==> src/hdl/ldg_pkg.sv <==
`timescale 1ns / 1ps
`default_nettype none
// ----------------------------------------------------------------------------
// ldg_pkg
// Shared constants, codes and controller/datapath interface types of the
// load-based DVFS governor.
// ----------------------------------------------------------------------------
package ldg_pkg;

    localparam int FREQ_WIDTH_DEF = 22;
    localparam int TIME_W         = 32;
    localparam int LOAD_W         = 7;
    localparam int MULT_W         = 4;
    localparam int RES_W          = 24;
    localparam int ACT_W          = 3;
    localparam int CFG_IDX_W      = 3;
    localparam int CFG_DATA_W     = 32;
    localparam int LOAD_STEPS     = 7;

    localparam int SHORT_MIN_US   = 1000;
    localparam int PCT            = 100;
    localparam int MSL_RESET      = 85;
    localparam int MIN_RES_RESET  = 30000;
    localparam int PMAX_RESET     = 4194303;

    typedef enum logic [ACT_W-1:0] {
        ACT_NONE  = 3'd0,
        ACT_RAISE = 3'd1,
        ACT_LOWER = 3'd2,
        ACT_HELD  = 3'd3,
        ACT_SHORT = 3'd4
    } action_t;

    typedef enum logic [CFG_IDX_W-1:0] {
        CFG_MAX_SPEED_LOAD = 3'd0,
        CFG_BOOST_MULT     = 3'd1,
        CFG_BOOST_CAP      = 3'd2,
        CFG_IOWAIT_BUSY    = 3'd3,
        CFG_SUSTAIN_PCT    = 3'd4,
        CFG_MIN_RESIDENCY  = 3'd5,
        CFG_POLICY_MAX     = 3'd6,
        CFG_POLICY_MIN     = 3'd7
    } cfg_idx_t;

    typedef enum logic [1:0] {
        DIV_SHORT = 2'd0,
        DIV_LONG  = 2'd1,
        DIV_FREQ  = 2'd2
    } div_sel_t;

    typedef enum logic [3:0] {
        S_IDLE   = 4'd0,
        S_CHECK  = 4'd1,
        S_DIV_S  = 4'd2,
        S_DIV_L  = 4'd3,
        S_FREQ   = 4'd4,
        S_BOOST  = 4'd5,
        S_DIV_F  = 4'd6,
        S_CLAMP  = 4'd7,
        S_DECIDE = 4'd8,
        S_OUT    = 4'd9
    } state_t;

    typedef struct packed {
        logic     capture;
        logic     restart_load;
        logic     skip;
        logic     div_start;
        div_sel_t div_sel;
        logic     save_short;
        logic     save_long;
        logic     boost_mul;
        logic     boost_pick;
        logic     save_quot;
        logic     clamp;
        logic     decide;
        logic     out_load;
    } cmd_t;

    typedef struct packed {
        logic restart;
        logic too_short;
        logic boost;
        logic div_busy;
        logic out_free;
    } status_t;

endpackage
`default_nettype wire

==> src/hdl/load_based_dvfs_governor.sv <==
`timescale 1ns / 1ps
`default_nettype none
// ----------------------------------------------------------------------------
// load_based_dvfs_governor
// Load-based DVFS decision block: turns a sample of window timings into a
// raise / lower / hold decision and a stored target frequency.
// ----------------------------------------------------------------------------
// A normal sample runs through the one shared restoring divider, which
// computes the short load and the long load with 7 quotient bits each and
// then the scaled frequency with FREQ_WIDTH + 7 bits, one bit per cycle. A
// boost decision skips the third division; a restart or a too-short sample
// skips all three. One sample is worked on at a time; the result sits in an
// output register, so the next sample is taken while that transaction waits.
// Configuration writes are always ready and must only be issued while the
// block is idle.
// ----------------------------------------------------------------------------
module load_based_dvfs_governor #(
    parameter int FREQ_WIDTH = ldg_pkg::FREQ_WIDTH_DEF
) (
    input  wire logic                              aclk,
    input  wire logic                              aresetn,
    // slave side
    input  wire logic                              s_tvalid,
    output logic                                   s_tready,
    // cur_freq, short_elapsed, short_idle, short_iowait,
    // long_elapsed, long_idle, long_iowait
    input  wire logic [((FREQ_WIDTH+6*ldg_pkg::TIME_W+7)/8)*8-1:0] s_tdata,
    // restart
    input  wire logic [0:0]                        s_tuser,
    // master side
    output logic                                   m_tvalid,
    input  wire logic                              m_tready,
    // target, short_load, long_load
    output logic [((FREQ_WIDTH+2*ldg_pkg::LOAD_W+7)/8)*8-1:0] m_tdata,
    // action
    output logic [ldg_pkg::ACT_W-1:0]              m_tuser,
    // configuration write
    input  wire logic                              cfg_valid,
    output logic                                   cfg_ready,
    input  wire logic [ldg_pkg::CFG_IDX_W-1:0]     cfg_index,
    input  wire logic [ldg_pkg::CFG_DATA_W-1:0]    cfg_data
);

    localparam int TW    = ldg_pkg::TIME_W;
    localparam int LW    = ldg_pkg::LOAD_W;
    localparam int OUT_W = ((FREQ_WIDTH + 2*LW + 7) / 8) * 8;

    ldg_pkg::cmd_t    cmd;
    ldg_pkg::status_t st;

    logic [FREQ_WIDTH-1:0] res_target;
    logic [LW-1:0]         res_sl, res_ll;

    assign cfg_ready = 1'b1;

    ldg_ctrl u_ctrl (
        .aclk     (aclk),
        .aresetn  (aresetn),
        .s_tvalid (s_tvalid),
        .s_tready (s_tready),
        .st       (st),
        .cmd      (cmd)
    );

    ldg_dp #(
        .FREQ_WIDTH (FREQ_WIDTH)
    ) u_dp (
        .aclk             (aclk),
        .aresetn          (aresetn),
        .cmd              (cmd),
        .st               (st),
        .in_restart       (s_tuser[0]),
        .in_cur_freq      (s_tdata[FREQ_WIDTH-1:0]),
        .in_short_elapsed (s_tdata[FREQ_WIDTH        +: TW]),
        .in_short_idle    (s_tdata[FREQ_WIDTH + TW   +: TW]),
        .in_short_iowait  (s_tdata[FREQ_WIDTH + 2*TW +: TW]),
        .in_long_elapsed  (s_tdata[FREQ_WIDTH + 3*TW +: TW]),
        .in_long_idle     (s_tdata[FREQ_WIDTH + 4*TW +: TW]),
        .in_long_iowait   (s_tdata[FREQ_WIDTH + 5*TW +: TW]),
        .cfg_we           (cfg_valid),
        .cfg_index        (cfg_index),
        .cfg_data         (cfg_data),
        .m_tready         (m_tready),
        .m_tvalid         (m_tvalid),
        .m_action         (m_tuser),
        .m_target_khz     (res_target),
        .m_short_load     (res_sl),
        .m_long_load      (res_ll)
    );

    assign m_tdata = OUT_W'({res_ll, res_sl, res_target});

endmodule
`default_nettype wire

==> src/hdl/ldg_div.sv <==
`timescale 1ns / 1ps
`default_nettype none
// ----------------------------------------------------------------------------
// ldg_div
// Restoring divider, one quotient bit per cycle. The divisor arrives already
// shifted to the top quotient bit; the dividend must be below twice that.
// ----------------------------------------------------------------------------
module ldg_div #(
    parameter int DIVW = 39,
    parameter int QW   = 29
) (
    input  wire logic                       aclk,
    input  wire logic                       aresetn,
    input  wire logic                       start,
    input  wire logic [DIVW-1:0]            dividend,
    input  wire logic [DIVW-1:0]            divisor,
    input  wire logic [$clog2(QW+1)-1:0]    steps,
    output logic                            busy,
    output logic [QW-1:0]                   quotient
);

    localparam int CNTW = $clog2(QW + 1);

    logic [DIVW-1:0] rem_reg, rem_next;
    logic [DIVW-1:0] dsh_reg, dsh_next;
    logic [QW-1:0]   q_reg, q_next;
    logic [CNTW-1:0] cnt_reg, cnt_next;
    logic            rem_ge;

    assign rem_ge   = (rem_reg >= dsh_reg);
    assign busy     = (cnt_reg != '0);
    assign quotient = q_reg;

    always_comb begin
        rem_next = rem_reg;
        dsh_next = dsh_reg;
        q_next   = q_reg;
        cnt_next = cnt_reg;
        if (start) begin
            rem_next = dividend;
            dsh_next = divisor;
            q_next   = '0;
            cnt_next = steps;
        end else if (busy) begin
            rem_next = rem_ge ? (rem_reg - dsh_reg) : rem_reg;
            dsh_next = dsh_reg >> 1;
            q_next   = {q_reg[QW-2:0], rem_ge};
            cnt_next = cnt_reg - CNTW'(1);
        end
    end

    always_ff @(posedge aclk) begin
        if (!aresetn) begin
            cnt_reg <= '0;
        end else begin
            cnt_reg <= cnt_next;
        end
    end

    always_ff @(posedge aclk) begin
        rem_reg <= rem_next;
        dsh_reg <= dsh_next;
        q_reg   <= q_next;
    end

endmodule
`default_nettype wire

==> src/hdl/ldg_dp.sv <==
`timescale 1ns / 1ps
`default_nettype none
// ----------------------------------------------------------------------------
// ldg_dp
// Governor datapath: sample capture, configuration registers, load and
// frequency arithmetic around the shared divider, stored target and the
// result register.
// ----------------------------------------------------------------------------
module ldg_dp #(
    parameter int FREQ_WIDTH = ldg_pkg::FREQ_WIDTH_DEF
) (
    input  wire logic                              aclk,
    input  wire logic                              aresetn,
    input  wire ldg_pkg::cmd_t                     cmd,
    output ldg_pkg::status_t                       st,
    input  wire logic                              in_restart,
    input  wire logic [FREQ_WIDTH-1:0]             in_cur_freq,
    input  wire logic [ldg_pkg::TIME_W-1:0]        in_short_elapsed,
    input  wire logic [ldg_pkg::TIME_W-1:0]        in_short_idle,
    input  wire logic [ldg_pkg::TIME_W-1:0]        in_short_iowait,
    input  wire logic [ldg_pkg::TIME_W-1:0]        in_long_elapsed,
    input  wire logic [ldg_pkg::TIME_W-1:0]        in_long_idle,
    input  wire logic [ldg_pkg::TIME_W-1:0]        in_long_iowait,
    input  wire logic                              cfg_we,
    input  wire logic [ldg_pkg::CFG_IDX_W-1:0]     cfg_index,
    input  wire logic [ldg_pkg::CFG_DATA_W-1:0]    cfg_data,
    input  wire logic                              m_tready,
    output logic                                   m_tvalid,
    output logic [ldg_pkg::ACT_W-1:0]              m_action,
    output logic [FREQ_WIDTH-1:0]                  m_target_khz,
    output logic [ldg_pkg::LOAD_W-1:0]             m_short_load,
    output logic [ldg_pkg::LOAD_W-1:0]             m_long_load
);

    localparam int TW     = ldg_pkg::TIME_W;
    localparam int LW     = ldg_pkg::LOAD_W;
    localparam int QW     = FREQ_WIDTH + LW;
    localparam int BW     = FREQ_WIDTH + ldg_pkg::MULT_W;
    localparam int LDIV_W = TW + LW;
    localparam int FDIV_W = QW + LW - 1;
    localparam int DIVW   = (FDIV_W > LDIV_W) ? FDIV_W : LDIV_W;
    localparam int CNTW   = $clog2(QW + 1);

    // captured sample
    logic                  restart_reg;
    logic [FREQ_WIDTH-1:0] cur_reg;
    logic [TW-1:0]         s_el_reg, s_id_reg, s_io_reg;
    logic [TW-1:0]         l_el_reg, l_id_reg, l_io_reg;

    // configuration
    logic [LW-1:0]                  msl_reg;
    logic [ldg_pkg::MULT_W-1:0]     bmul_reg;
    logic [FREQ_WIDTH-1:0]          bcap_reg;
    logic                           iow_reg;
    logic [LW-1:0]                  sus_reg;
    logic [ldg_pkg::RES_W-1:0]      minres_reg;
    logic [FREQ_WIDTH-1:0]          pmax_reg;
    logic [FREQ_WIDTH-1:0]          pmin_reg;

    // working and result state
    logic [LW-1:0]           sl_reg, ll_reg;
    logic [BW-1:0]           bprod_reg;
    logic [QW-1:0]           cand_reg, cand_next;
    logic [FREQ_WIDTH-1:0]   nf_reg, nf_next;
    logic [FREQ_WIDTH-1:0]   target_reg, target_next;
    ldg_pkg::action_t        action_reg, action_next;
    logic                    m_tvalid_reg;
    logic [ldg_pkg::ACT_W-1:0] m_action_reg;
    logic [FREQ_WIDTH-1:0]   m_target_reg;
    logic [LW-1:0]           m_sl_reg, m_ll_reg;

    // divider hookup
    logic [DIVW-1:0]  div_dividend, div_divisor;
    logic [CNTW-1:0]  div_steps;
    logic             div_busy;
    logic [QW-1:0]    div_q;

    logic [TW-1:0]    w_el, w_id, w_io, w_idle_adj, w_busy;
    logic [LDIV_W-1:0] w_numer;
    logic             s_zero, l_zero;
    logic [LW-1:0]    load_max;
    logic [FREQ_WIDTH-1:0] f_base;
    logic [LW-1:0]    f_den;
    logic [QW-1:0]    f_prod;
    logic [QW-1:0]    cap_sum, cand_hi;

    // ---------------------------------------------------------------- capture
    always_ff @(posedge aclk) begin
        if (cmd.capture) begin
            restart_reg <= in_restart;
            cur_reg     <= in_cur_freq;
            s_el_reg    <= in_short_elapsed;
            s_id_reg    <= in_short_idle;
            s_io_reg    <= in_short_iowait;
            l_el_reg    <= in_long_elapsed;
            l_id_reg    <= in_long_idle;
            l_io_reg    <= in_long_iowait;
        end
    end

    // ---------------------------------------------------------- configuration
    always_ff @(posedge aclk) begin
        if (!aresetn) begin
            msl_reg    <= LW'(ldg_pkg::MSL_RESET);
            bmul_reg   <= '0;
            bcap_reg   <= '0;
            iow_reg    <= 1'b0;
            sus_reg    <= '0;
            minres_reg <= ldg_pkg::RES_W'(ldg_pkg::MIN_RES_RESET);
            pmax_reg   <= FREQ_WIDTH'(ldg_pkg::PMAX_RESET);
            pmin_reg   <= '0;
        end else if (cfg_we) begin
            unique case (cfg_index)
                ldg_pkg::CFG_MAX_SPEED_LOAD: msl_reg    <= cfg_data[LW-1:0];
                ldg_pkg::CFG_BOOST_MULT:     bmul_reg   <= cfg_data[ldg_pkg::MULT_W-1:0];
                ldg_pkg::CFG_BOOST_CAP:      bcap_reg   <= cfg_data[FREQ_WIDTH-1:0];
                ldg_pkg::CFG_IOWAIT_BUSY:    iow_reg    <= cfg_data[0];
                ldg_pkg::CFG_SUSTAIN_PCT:    sus_reg    <= cfg_data[LW-1:0];
                ldg_pkg::CFG_MIN_RESIDENCY:  minres_reg <= cfg_data[ldg_pkg::RES_W-1:0];
                ldg_pkg::CFG_POLICY_MAX:     pmax_reg   <= cfg_data[FREQ_WIDTH-1:0];
                ldg_pkg::CFG_POLICY_MIN:     pmin_reg   <= cfg_data[FREQ_WIDTH-1:0];
            endcase
        end
    end

    // ------------------------------------------------------------ window load
    always_comb begin
        if (cmd.div_sel == ldg_pkg::DIV_LONG) begin
            w_el = l_el_reg;
            w_id = l_id_reg;
            w_io = l_io_reg;
        end else begin
            w_el = s_el_reg;
            w_id = s_id_reg;
            w_io = s_io_reg;
        end
        w_idle_adj = (iow_reg && (w_id >= w_io)) ? (w_id - w_io) : w_id;
        w_busy     = w_el - w_idle_adj;
        w_numer    = LDIV_W'(w_busy) * LDIV_W'(ldg_pkg::PCT);
    end

    assign s_zero = (s_el_reg == '0) || (s_id_reg > s_el_reg);
    assign l_zero = (l_el_reg == '0) || (l_id_reg > l_el_reg);

    // ------------------------------------------------------- frequency scaling
    assign load_max = (ll_reg > sl_reg) ? ll_reg : sl_reg;
    assign f_base   = (sus_reg == '0) ? pmax_reg : cur_reg;
    assign f_den    = (sus_reg == '0) ? LW'(ldg_pkg::PCT) : sus_reg;
    assign f_prod   = QW'(f_base) * QW'(load_max);

    always_comb begin
        case (cmd.div_sel)
            ldg_pkg::DIV_FREQ: begin
                div_dividend = DIVW'(f_prod);
                div_divisor  = DIVW'(f_den) << (QW - 1);
                div_steps    = CNTW'(QW);
            end
            default: begin
                div_dividend = DIVW'(w_numer);
                div_divisor  = DIVW'({w_el, {(ldg_pkg::LOAD_STEPS-1){1'b0}}});
                div_steps    = CNTW'(ldg_pkg::LOAD_STEPS);
            end
        endcase
    end

    ldg_div #(
        .DIVW (DIVW),
        .QW   (QW)
    ) u_div (
        .aclk     (aclk),
        .aresetn  (aresetn),
        .start    (cmd.div_start),
        .dividend (div_dividend),
        .divisor  (div_divisor),
        .steps    (div_steps),
        .busy     (div_busy),
        .quotient (div_q)
    );

    // ----------------------------------------------------------- boost / clamp
    assign cap_sum = QW'(cur_reg) + QW'(bcap_reg);
    assign cand_hi = (cand_reg > QW'(pmax_reg)) ? QW'(pmax_reg) : cand_reg;

    always_comb begin
        cand_next = cand_reg;
        if (cmd.boost_pick) begin
            if (bmul_reg == '0) begin
                cand_next = QW'(pmax_reg);
            end else if ((bcap_reg != '0) && (QW'(bprod_reg) > cap_sum)) begin
                cand_next = cap_sum;
            end else begin
                cand_next = QW'(bprod_reg);
            end
        end else if (cmd.save_quot) begin
            cand_next = div_q;
        end
        nf_next = nf_reg;
        if (cmd.clamp) begin
            nf_next = (cand_hi < QW'(pmin_reg)) ? pmin_reg : cand_hi[FREQ_WIDTH-1:0];
        end
    end

    always_ff @(posedge aclk) begin
        if (cmd.boost_mul) begin
            bprod_reg <= BW'(cur_reg) * BW'(bmul_reg);
        end
        cand_reg <= cand_next;
        nf_reg   <= nf_next;
        if (cmd.restart_load || cmd.skip) begin
            sl_reg <= '0;
            ll_reg <= '0;
        end else begin
            if (cmd.save_short) begin
                sl_reg <= s_zero ? '0 : div_q[LW-1:0];
            end
            if (cmd.save_long) begin
                ll_reg <= l_zero ? '0 : div_q[LW-1:0];
            end
        end
    end

    // ---------------------------------------------------------------- decision
    always_comb begin
        target_next = target_reg;
        action_next = action_reg;
        if (cmd.restart_load) begin
            target_next = cur_reg;
            action_next = ldg_pkg::ACT_NONE;
        end else if (cmd.skip) begin
            action_next = ldg_pkg::ACT_SHORT;
        end else if (cmd.decide) begin
            if (nf_reg == target_reg) begin
                action_next = ldg_pkg::ACT_NONE;
            end else if (nf_reg < target_reg) begin
                if (l_el_reg < TW'(minres_reg)) begin
                    action_next = ldg_pkg::ACT_HELD;
                end else begin
                    target_next = nf_reg;
                    action_next = ldg_pkg::ACT_LOWER;
                end
            end else begin
                target_next = nf_reg;
                action_next = ldg_pkg::ACT_RAISE;
            end
        end
    end

    always_ff @(posedge aclk) begin
        if (!aresetn) begin
            target_reg   <= '0;
            m_tvalid_reg <= 1'b0;
        end else begin
            target_reg <= target_next;
            if (cmd.out_load) begin
                m_tvalid_reg <= 1'b1;
            end else if (m_tready) begin
                m_tvalid_reg <= 1'b0;
            end
        end
    end

    always_ff @(posedge aclk) begin
        action_reg <= action_next;
        if (cmd.out_load) begin
            m_action_reg <= action_reg;
            m_target_reg <= target_reg;
            m_sl_reg     <= sl_reg;
            m_ll_reg     <= ll_reg;
        end
    end

    // ------------------------------------------------------------------ status
    assign st.restart   = restart_reg;
    assign st.too_short = (s_el_reg < TW'(ldg_pkg::SHORT_MIN_US));
    assign st.boost     = (load_max >= msl_reg);
    assign st.div_busy  = div_busy;
    assign st.out_free  = !m_tvalid_reg || m_tready;

    assign m_tvalid      = m_tvalid_reg;
    assign m_action      = m_action_reg;
    assign m_target_khz  = m_target_reg;
    assign m_short_load  = m_sl_reg;
    assign m_long_load   = m_ll_reg;

endmodule
`default_nettype wire

==> src/hdl/ldg_ctrl.sv <==
`timescale 1ns / 1ps
`default_nettype none
// ----------------------------------------------------------------------------
// ldg_ctrl
// Governor sequencer: accepts a sample, steps the datapath through the two
// load divisions, frequency step, clamp and decision (a restart or too-short
// sample skips them), then hands the result to the output register.
// ----------------------------------------------------------------------------
module ldg_ctrl (
    input  wire logic              aclk,
    input  wire logic              aresetn,
    input  wire logic              s_tvalid,
    output logic                   s_tready,
    input  wire ldg_pkg::status_t  st,
    output ldg_pkg::cmd_t          cmd
);

    ldg_pkg::state_t state_reg, state_next;

    always_ff @(posedge aclk) begin
        if (!aresetn) begin
            state_reg <= ldg_pkg::S_IDLE;
        end else begin
            state_reg <= state_next;
        end
    end

    always_comb begin
        state_next = state_reg;
        unique case (state_reg)
            ldg_pkg::S_IDLE: begin
                if (s_tvalid) begin
                    state_next = ldg_pkg::S_CHECK;
                end
            end
            ldg_pkg::S_CHECK: begin
                if (st.restart || st.too_short) begin
                    state_next = ldg_pkg::S_OUT;
                end else begin
                    state_next = ldg_pkg::S_DIV_S;
                end
            end
            ldg_pkg::S_DIV_S: begin
                if (!st.div_busy) begin
                    state_next = ldg_pkg::S_DIV_L;
                end
            end
            ldg_pkg::S_DIV_L: begin
                if (!st.div_busy) begin
                    state_next = ldg_pkg::S_FREQ;
                end
            end
            ldg_pkg::S_FREQ: begin
                state_next = st.boost ? ldg_pkg::S_BOOST : ldg_pkg::S_DIV_F;
            end
            ldg_pkg::S_BOOST: begin
                state_next = ldg_pkg::S_CLAMP;
            end
            ldg_pkg::S_DIV_F: begin
                if (!st.div_busy) begin
                    state_next = ldg_pkg::S_CLAMP;
                end
            end
            ldg_pkg::S_CLAMP: begin
                state_next = ldg_pkg::S_DECIDE;
            end
            ldg_pkg::S_DECIDE: begin
                state_next = ldg_pkg::S_OUT;
            end
            ldg_pkg::S_OUT: begin
                if (st.out_free) begin
                    state_next = ldg_pkg::S_IDLE;
                end
            end
            default: begin
                state_next = ldg_pkg::S_IDLE;
            end
        endcase
    end

    always_comb begin
        cmd      = '0;
        s_tready = 1'b0;
        unique case (state_reg)
            ldg_pkg::S_IDLE: begin
                s_tready    = 1'b1;
                cmd.capture = s_tvalid;
            end
            ldg_pkg::S_CHECK: begin
                if (st.restart) begin
                    cmd.restart_load = 1'b1;
                end else if (st.too_short) begin
                    cmd.skip = 1'b1;
                end else begin
                    cmd.div_start = 1'b1;
                    cmd.div_sel   = ldg_pkg::DIV_SHORT;
                end
            end
            ldg_pkg::S_DIV_S: begin
                if (!st.div_busy) begin
                    cmd.save_short = 1'b1;
                    cmd.div_start  = 1'b1;
                    cmd.div_sel    = ldg_pkg::DIV_LONG;
                end
            end
            ldg_pkg::S_DIV_L: begin
                cmd.save_long = !st.div_busy;
                cmd.div_sel   = ldg_pkg::DIV_LONG;
            end
            ldg_pkg::S_FREQ: begin
                if (st.boost) begin
                    cmd.boost_mul = 1'b1;
                end else begin
                    cmd.div_start = 1'b1;
                    cmd.div_sel   = ldg_pkg::DIV_FREQ;
                end
            end
            ldg_pkg::S_BOOST: begin
                cmd.boost_pick = 1'b1;
            end
            ldg_pkg::S_DIV_F: begin
                cmd.save_quot = !st.div_busy;
            end
            ldg_pkg::S_CLAMP: begin
                cmd.clamp = 1'b1;
            end
            ldg_pkg::S_DECIDE: begin
                cmd.decide = 1'b1;
            end
            ldg_pkg::S_OUT: begin
                cmd.out_load = st.out_free;
            end
            default: begin
                cmd = '0;
            end
        endcase
    end

`ifndef ASSERT_OFF
    a_div_start_idle: assert property (@(posedge aclk) disable iff (!aresetn)
        cmd.div_start |-> !st.div_busy)
        else $error("divider restarted while busy");

    a_out_load_free: assert property (@(posedge aclk) disable iff (!aresetn)
        cmd.out_load |-> st.out_free)
        else $error("result loaded over a pending transaction");

    a_one_sample: assert property (@(posedge aclk) disable iff (!aresetn)
        (s_tvalid && s_tready) |=> !s_tready)
        else $error("second sample accepted while one is in flight");
`endif

endmodule
`default_nettype wire

==> config.mk <==
export PLATFORM = sky130hd
export DESIGN_NAME = load_based_dvfs_governor
export DESIGN_NICKNAME = d
export VERILOG_FILES = /design/src/hdl/ldg_pkg.sv /design/src/hdl/load_based_dvfs_governor.sv /design/src/hdl/ldg_div.sv /design/src/hdl/ldg_dp.sv /design/src/hdl/ldg_ctrl.sv
export SDC_FILE = /design/constraint.sdc
export NUM_CORES = 2
export LEC_CHECK = 0
export BUFFER_PORTS_ARGS = -buffer_cell sky130_fd_sc_hd__buf_4
export CAP_MARGIN = 5
export CORE_MARGIN = 1.5
export CORE_UTILIZATION = 55
export DETAILED_ROUTE_END_ITERATION = 10
export GPL_TIMING_DRIVEN = 0
export PLACE_DENSITY = 0.78
export SLEW_MARGIN = 15
export SYNTH_ARGS = -nofsm -noshare
export SYNTH_HDL_FRONTEND = slang
export SYNTH_HIERARCHICAL = 1
export SYNTH_SLANG_ARGS = --single-unit
==> constraint.sdc <==
create_clock -name aclk -period 15.21 [get_ports aclk]
set_input_delay 0.7605 -clock aclk [delete_from_list [all_inputs] [get_ports aclk]]
set_output_delay 0.7605 -clock aclk [all_outputs]
set_load 0.05 [all_outputs]
# Word level (Yosys, flattened, before mapping)
# Index checks and enable logic that the tools add are counted.
[totals] register_bits=596 out_inout_bits=46 in_bits=257 elab_cells=182
[op_classes] n_mux=66 multipliers=3 order_cmp=12 reduce_logical=35 addsub=5 n_eq_ne=27
[ops] cell="39-bit two-way mux" n=6
[ops] cell="22-bit two-way mux" n=8
[ops] cell="29-bit two-way mux" n=5
[ops] cell="32-bit two-way mux" n=4
[ops] cell="32-bit greater-than comparator" n=2
[ops] cell="32-bit zero test" n=2
[ops] cell="32-bit subtractor" n=2
[ops] cell="4-bit case mux with 10 select lines" n=1
[ops] cell="39-bit greater-or-equal comparator" n=1
[ops] cell="39-bit subtractor" n=1
[ops] cell="38-bit two-way mux" n=1
[ops] cell="32-bit by 5-bit multiplier with 37-bit output (second input constant)" n=1
[ops] cell="32-bit greater-or-equal comparator" n=1
[ops] cell="32-bit by 10-bit less-than comparator with 1-bit output (second input constant)" n=1
[ops] cell="32-bit by 24-bit less-than comparator with 1-bit output" n=1
[ops] cell="4-bit two-way mux" n=8
[ops] cell="26-bit by 29-bit greater-than comparator with 1-bit output" n=1
[ops] cell="29-bit by 22-bit greater-than comparator with 1-bit output" n=1
[ops] cell="29-bit by 22-bit less-than comparator with 1-bit output" n=1
[ops] cell="22-bit by 7-bit multiplier with 29-bit output" n=1
[ops] cell="7-bit two-way mux" n=4
[ops] cell="22-bit by 4-bit multiplier with 26-bit output" n=1
[ops] cell="22-bit by 22-bit adder with 23-bit output" n=1
[ops] cell="22-bit == test" n=1
[ops] cell="other kinds (35)" n=92

# Longest topological paths before layout
[logic_depth] ltp_word=14 mapped_depth=69 depth_no_buf=64

# Hierarchy
# Netlist, hierarchy kept.
[modules_own_cells] mod="ldg_dp" seq_area_each_um2=12922.4 area_per_inst_um2=38344.3 n_inst=1 cells_per_inst=4036
[modules_own_cells] mod="ldg_div" seq_area_each_um2=3022.9 area_per_inst_um2=6779.0 n_inst=1 cells_per_inst=783
[modules_own_cells] mod="ldg_ctrl" seq_area_each_um2=80.1 area_per_inst_um2=432.9 n_inst=1 cells_per_inst=62
[modules_own_cells] mod="load_based_dvfs_governor" seq_area_each_um2=0.0 area_per_inst_um2=45.0 n_inst=1 cells_per_inst=7

# Least setup slack after synthesis
# Ideal clock, no wire load.
[synth_timing] kind="register to register" startpoint="register u_dp.sl_reg[4]" endpoint="register u_dp.u_div.rem_reg[38], data pin" arrival_time_ps=12963 slack_ps=1984 stages_incl_launch_ff=68 path_buffers=8 required_ps=14947 synth_period_minus_slack_ps=13226 setup_time_ps=263 cell_sequence="dfxtp_1 -> inv_1 -> ha_1 -> a21oi_1 -> nor2b_1 -> o21ai_0 -> o21ai_0 -> o22ai_1 -> mux2_2 -> clkbuf_1 -> ha_1 -> a21oi_1 -> nor2b_1 -> o21ai_0 -> nand2b_1 -> a21oi_1 -> nor2b_1 -> o21ai_0 -> [... 32 more ...] -> ha_1 -> inv_1 -> fa_1 -> inv_1 -> ha_1 -> clkbuf_1 -> a2111oi_0 -> o211ai_1 -> and3_1 -> a211o_1 -> a21oi_1 -> a21oi_1 -> a211o_1 -> a21oi_1 -> xor2_1 -> nor2_1 -> mux2i_1 -> nand3_1"
[synth_lines] item="from (decl)" line="ldg_dp.sv:61" text="logic [LW-1:0] sl_reg, ll_reg;"
[synth_lines] item="from (signal assigned)" line="ldg_dp.sv:214" text="sl_reg <= s_zero ? '0 : div_q[LW-1:0];"
[synth_lines] item="to (signal assigned)" line="ldg_div.sv:61" text="rem_reg <= rem_next;"
[synth_lines] item="to (decl)" line="ldg_div.sv:24" text="logic [DIVW-1:0] rem_reg, rem_next;"

==> out/results.ini <==
[status]
run_status = finished, final reports clean

[yosys]
yosysMostFrequentCell = nand2_1
synth_cells = 4888
yosys_most_used_dff = edfxtp_1
post_synth.cell_area_avg_um2 = 9.33
synth_async_sr_flop_share_pct = 0
edff_count_synth = 409
yosysWarnings = 6
synth-seq-cells = 596
synth_cell_types = 98
synth.area.top_cells = edfxtp_1 (27%), ha_1 (13%), dfxtp_1 (8.2%), fa_1 (7.5%), nand2_1 (5.7%)
part_of_the_yosys_area_used_for_sequential_elements_pct = 35.1
synth_top_area_share_pct = 26.9
mappedNetlistArea_mm2 = 0.0456
ys_top_cells_by_count = nand2_1 (693), inv_1 (555), ha_1 (492)
synth_largest_area_cell = edfxtp_1

[floorplanning]
coreArea_mm2 = 0.0821
die_x_um = 291
num_rows = 105
initial_standard_cell_utilization_of_the_core_pct = 55.5
ioPinCount = 303
design.die.area_mm2 = 0.0846
dieHeight_um = 291

[worst_setup_path]
critPathMaxFanout = 14
critPathSlowestCell = mux2_2
timing.critical_path.to_type = flip-flop
critical_path_arrival_ps = 15080
critPathLaunchType = flip-flop
worst_setup_path_category = reg -> reg
cp_peak_stage_delay_ps = 490
count_of_cells_along_the_worst_register_to_register_path = 66
worst_ep_required_time_ps = 15680

[clocking]
worst_setup_hold_path_clk_slew_ps = 60
clock_network_latency_to_the_later_pin_of_the_worst_skew_pair_ps = 640
cts_inserted_buffers = 71
cts_tree = done
ctsLongestPathBuffers = 3
cts_max_level = 3
clock_tree.root_cell = clkbuf_16
clkSinkCount = 596
ctsHoldBuffers = 0

[placed_design]
dpl.hpwl_mm = 110
placed_cells_incl_taps = 6262
placed_instance_area_mm2 = 0.0493
portBuffers = 284
place_congestion = 1.00

[detailed_routing]
postRouteAntennaNets = 0
drt-pass1-iter-count = 6
drc_marker_count_from_the_first_detailed_route_iteration = 4215
drc = 0
wl_per_cell_um = 21.7
vias = 38130
routed_via_density = 5.97
route.final.wire_length_mm = 139

[cells_and_area]
layoutNonFillerInstCount = 6392
layout-drive-gt1-share_pct = 10.8
design.final.nets = 6185
fin_util_pct = 63.0
finish.instance_area_mm2 = 0.0517
fillerInstances = 6782
flow.area_growth_from_synthesis_pct = 13.4

[sta]
worst_case_headroom_to_the_max_slew_limit_pct = 21.6
timing_max_transition_violations_final = 0
final_min_period_over_clock_period_pct = 96.1
timing_hold_violations_final = 0
worst_pin_slew_ps = 1160
hold_ws_ps = 298
setup-violations-final = 0
period_needed_ps = 14610
skew_ps = 27.4
max_freq_ghz = 0.0684

[worst_hold_path]
hold_path.class = in -> reg
worstHoldPathCells = 1

[global_route]
maximum_number_of_pins_on_one_net_before_global_route_repair = 66
grt_remaining_overflow = 0
global_route.usage.total_pct = 32.3
first_global_vias = 36503
grt_first_pass_wirelength_mm = 211
grt_antenna_before_repair = 9

[run]
drv.max_cap_violation_count = 0

-- final timing paths --
check / endpoint / start / slack, ps
max: u_dp/u_div/rem_reg[35] / u_dp/sl_reg[4] / 600
min: u_dp/l_io_reg[16] / s_tdata[198] / 300
max reg2reg: u_dp/u_div/rem_reg[35] / u_dp/sl_reg[4] / 600
min reg2reg: u_dp/m_action[0] / u_dp/action_reg[0] / 450
-- routing by layer --
layer  vias up  track usage [%]  part of all wire, %  routed length, um
li1      17755                -                    -                  -
met1     18168             44.6                   42              57900
met2      1890             50.0                   44              60500
met3       311             6.40                   10              14500
met4         6             12.8                  4.3               5950
met5         -                0                0.031                 43
-- cell usage in the layout, fill, tap and decap left out, types with 76 or more instances in the layout --
cell      count
nand2_1     692
dfxtp_1     187
clkbuf_1    155
a21o_1      142
mux2i_1     102
xor2_1       77
ha_1        490
nor2_1      200
and2_1       93
xnor2_1     111
inv_1       555
o21ai_1      76
edfxtp_1    409
mux2_2       88
buf_4       300
fa_1        170
o21ai_0     236
a21oi_1     289
-- metrics by stage --
step	worst slack [ps]	setup TNS [ps]
floorplan	1980	0
finish	598	0
global placement	-1150	-11320
detailed placement	-1380	-14490
CTS	50.8	0
global route	-130	-361
-- worst max-delay path: cells and delay by family, from the launching register on --
family | cells | cell delay (ps)
AOI/OAI and AO/OA | 31 | 6310
xor gates and xnor gates | 1 | 170
adders and majority gates | 8 | 2690
buffers and inverters | 11 | 1930
DFF | 1 | 400
muxes | 3 | 970
and+or+nand+nor | 12 | 1900
-- cell families after synthesis --
family                   Yosys count  synth area share (%)
XOR/XNOR                         188                  3.61
multiplexers                     192                  4.47
buffers and inverters            741                  6.24
adder cells (fa/ha/maj)          662                  21.0
AO/OA/AOI/OAI                   1117                  15.5
flip-flops                       596                  35.1
other                              4                0.0329
AND/OR/NAND/NOR                 1388                  14.1
-- timing repair --
| item | CTS | global route |
|---|---|---|
| gates resized for setup | 12 | 13 |
| buffers inserted | 1 | 4 |
| setup endpoints to repair | 19 | 13 |
| pin swaps | 1 | 3 |
-- layout make-up --
type                    instances  area (um2)  area share, %
diodes                          2        5.00        0.00968
plain buffers                 178         752           1.45
multi-input cells            3561       26900           51.9
inverters                     559        2100           4.06
clock buffers                  87        1890           3.65
flip-flops and latches        596       16000           31.0
repair buffers                299        2350           4.54
well taps                    1070        1340           2.59
clock inverters                40         397          0.767
Power is not shown: default switching activity piles up to over one toggle a cycle in this logic, so the estimate is an artifact.
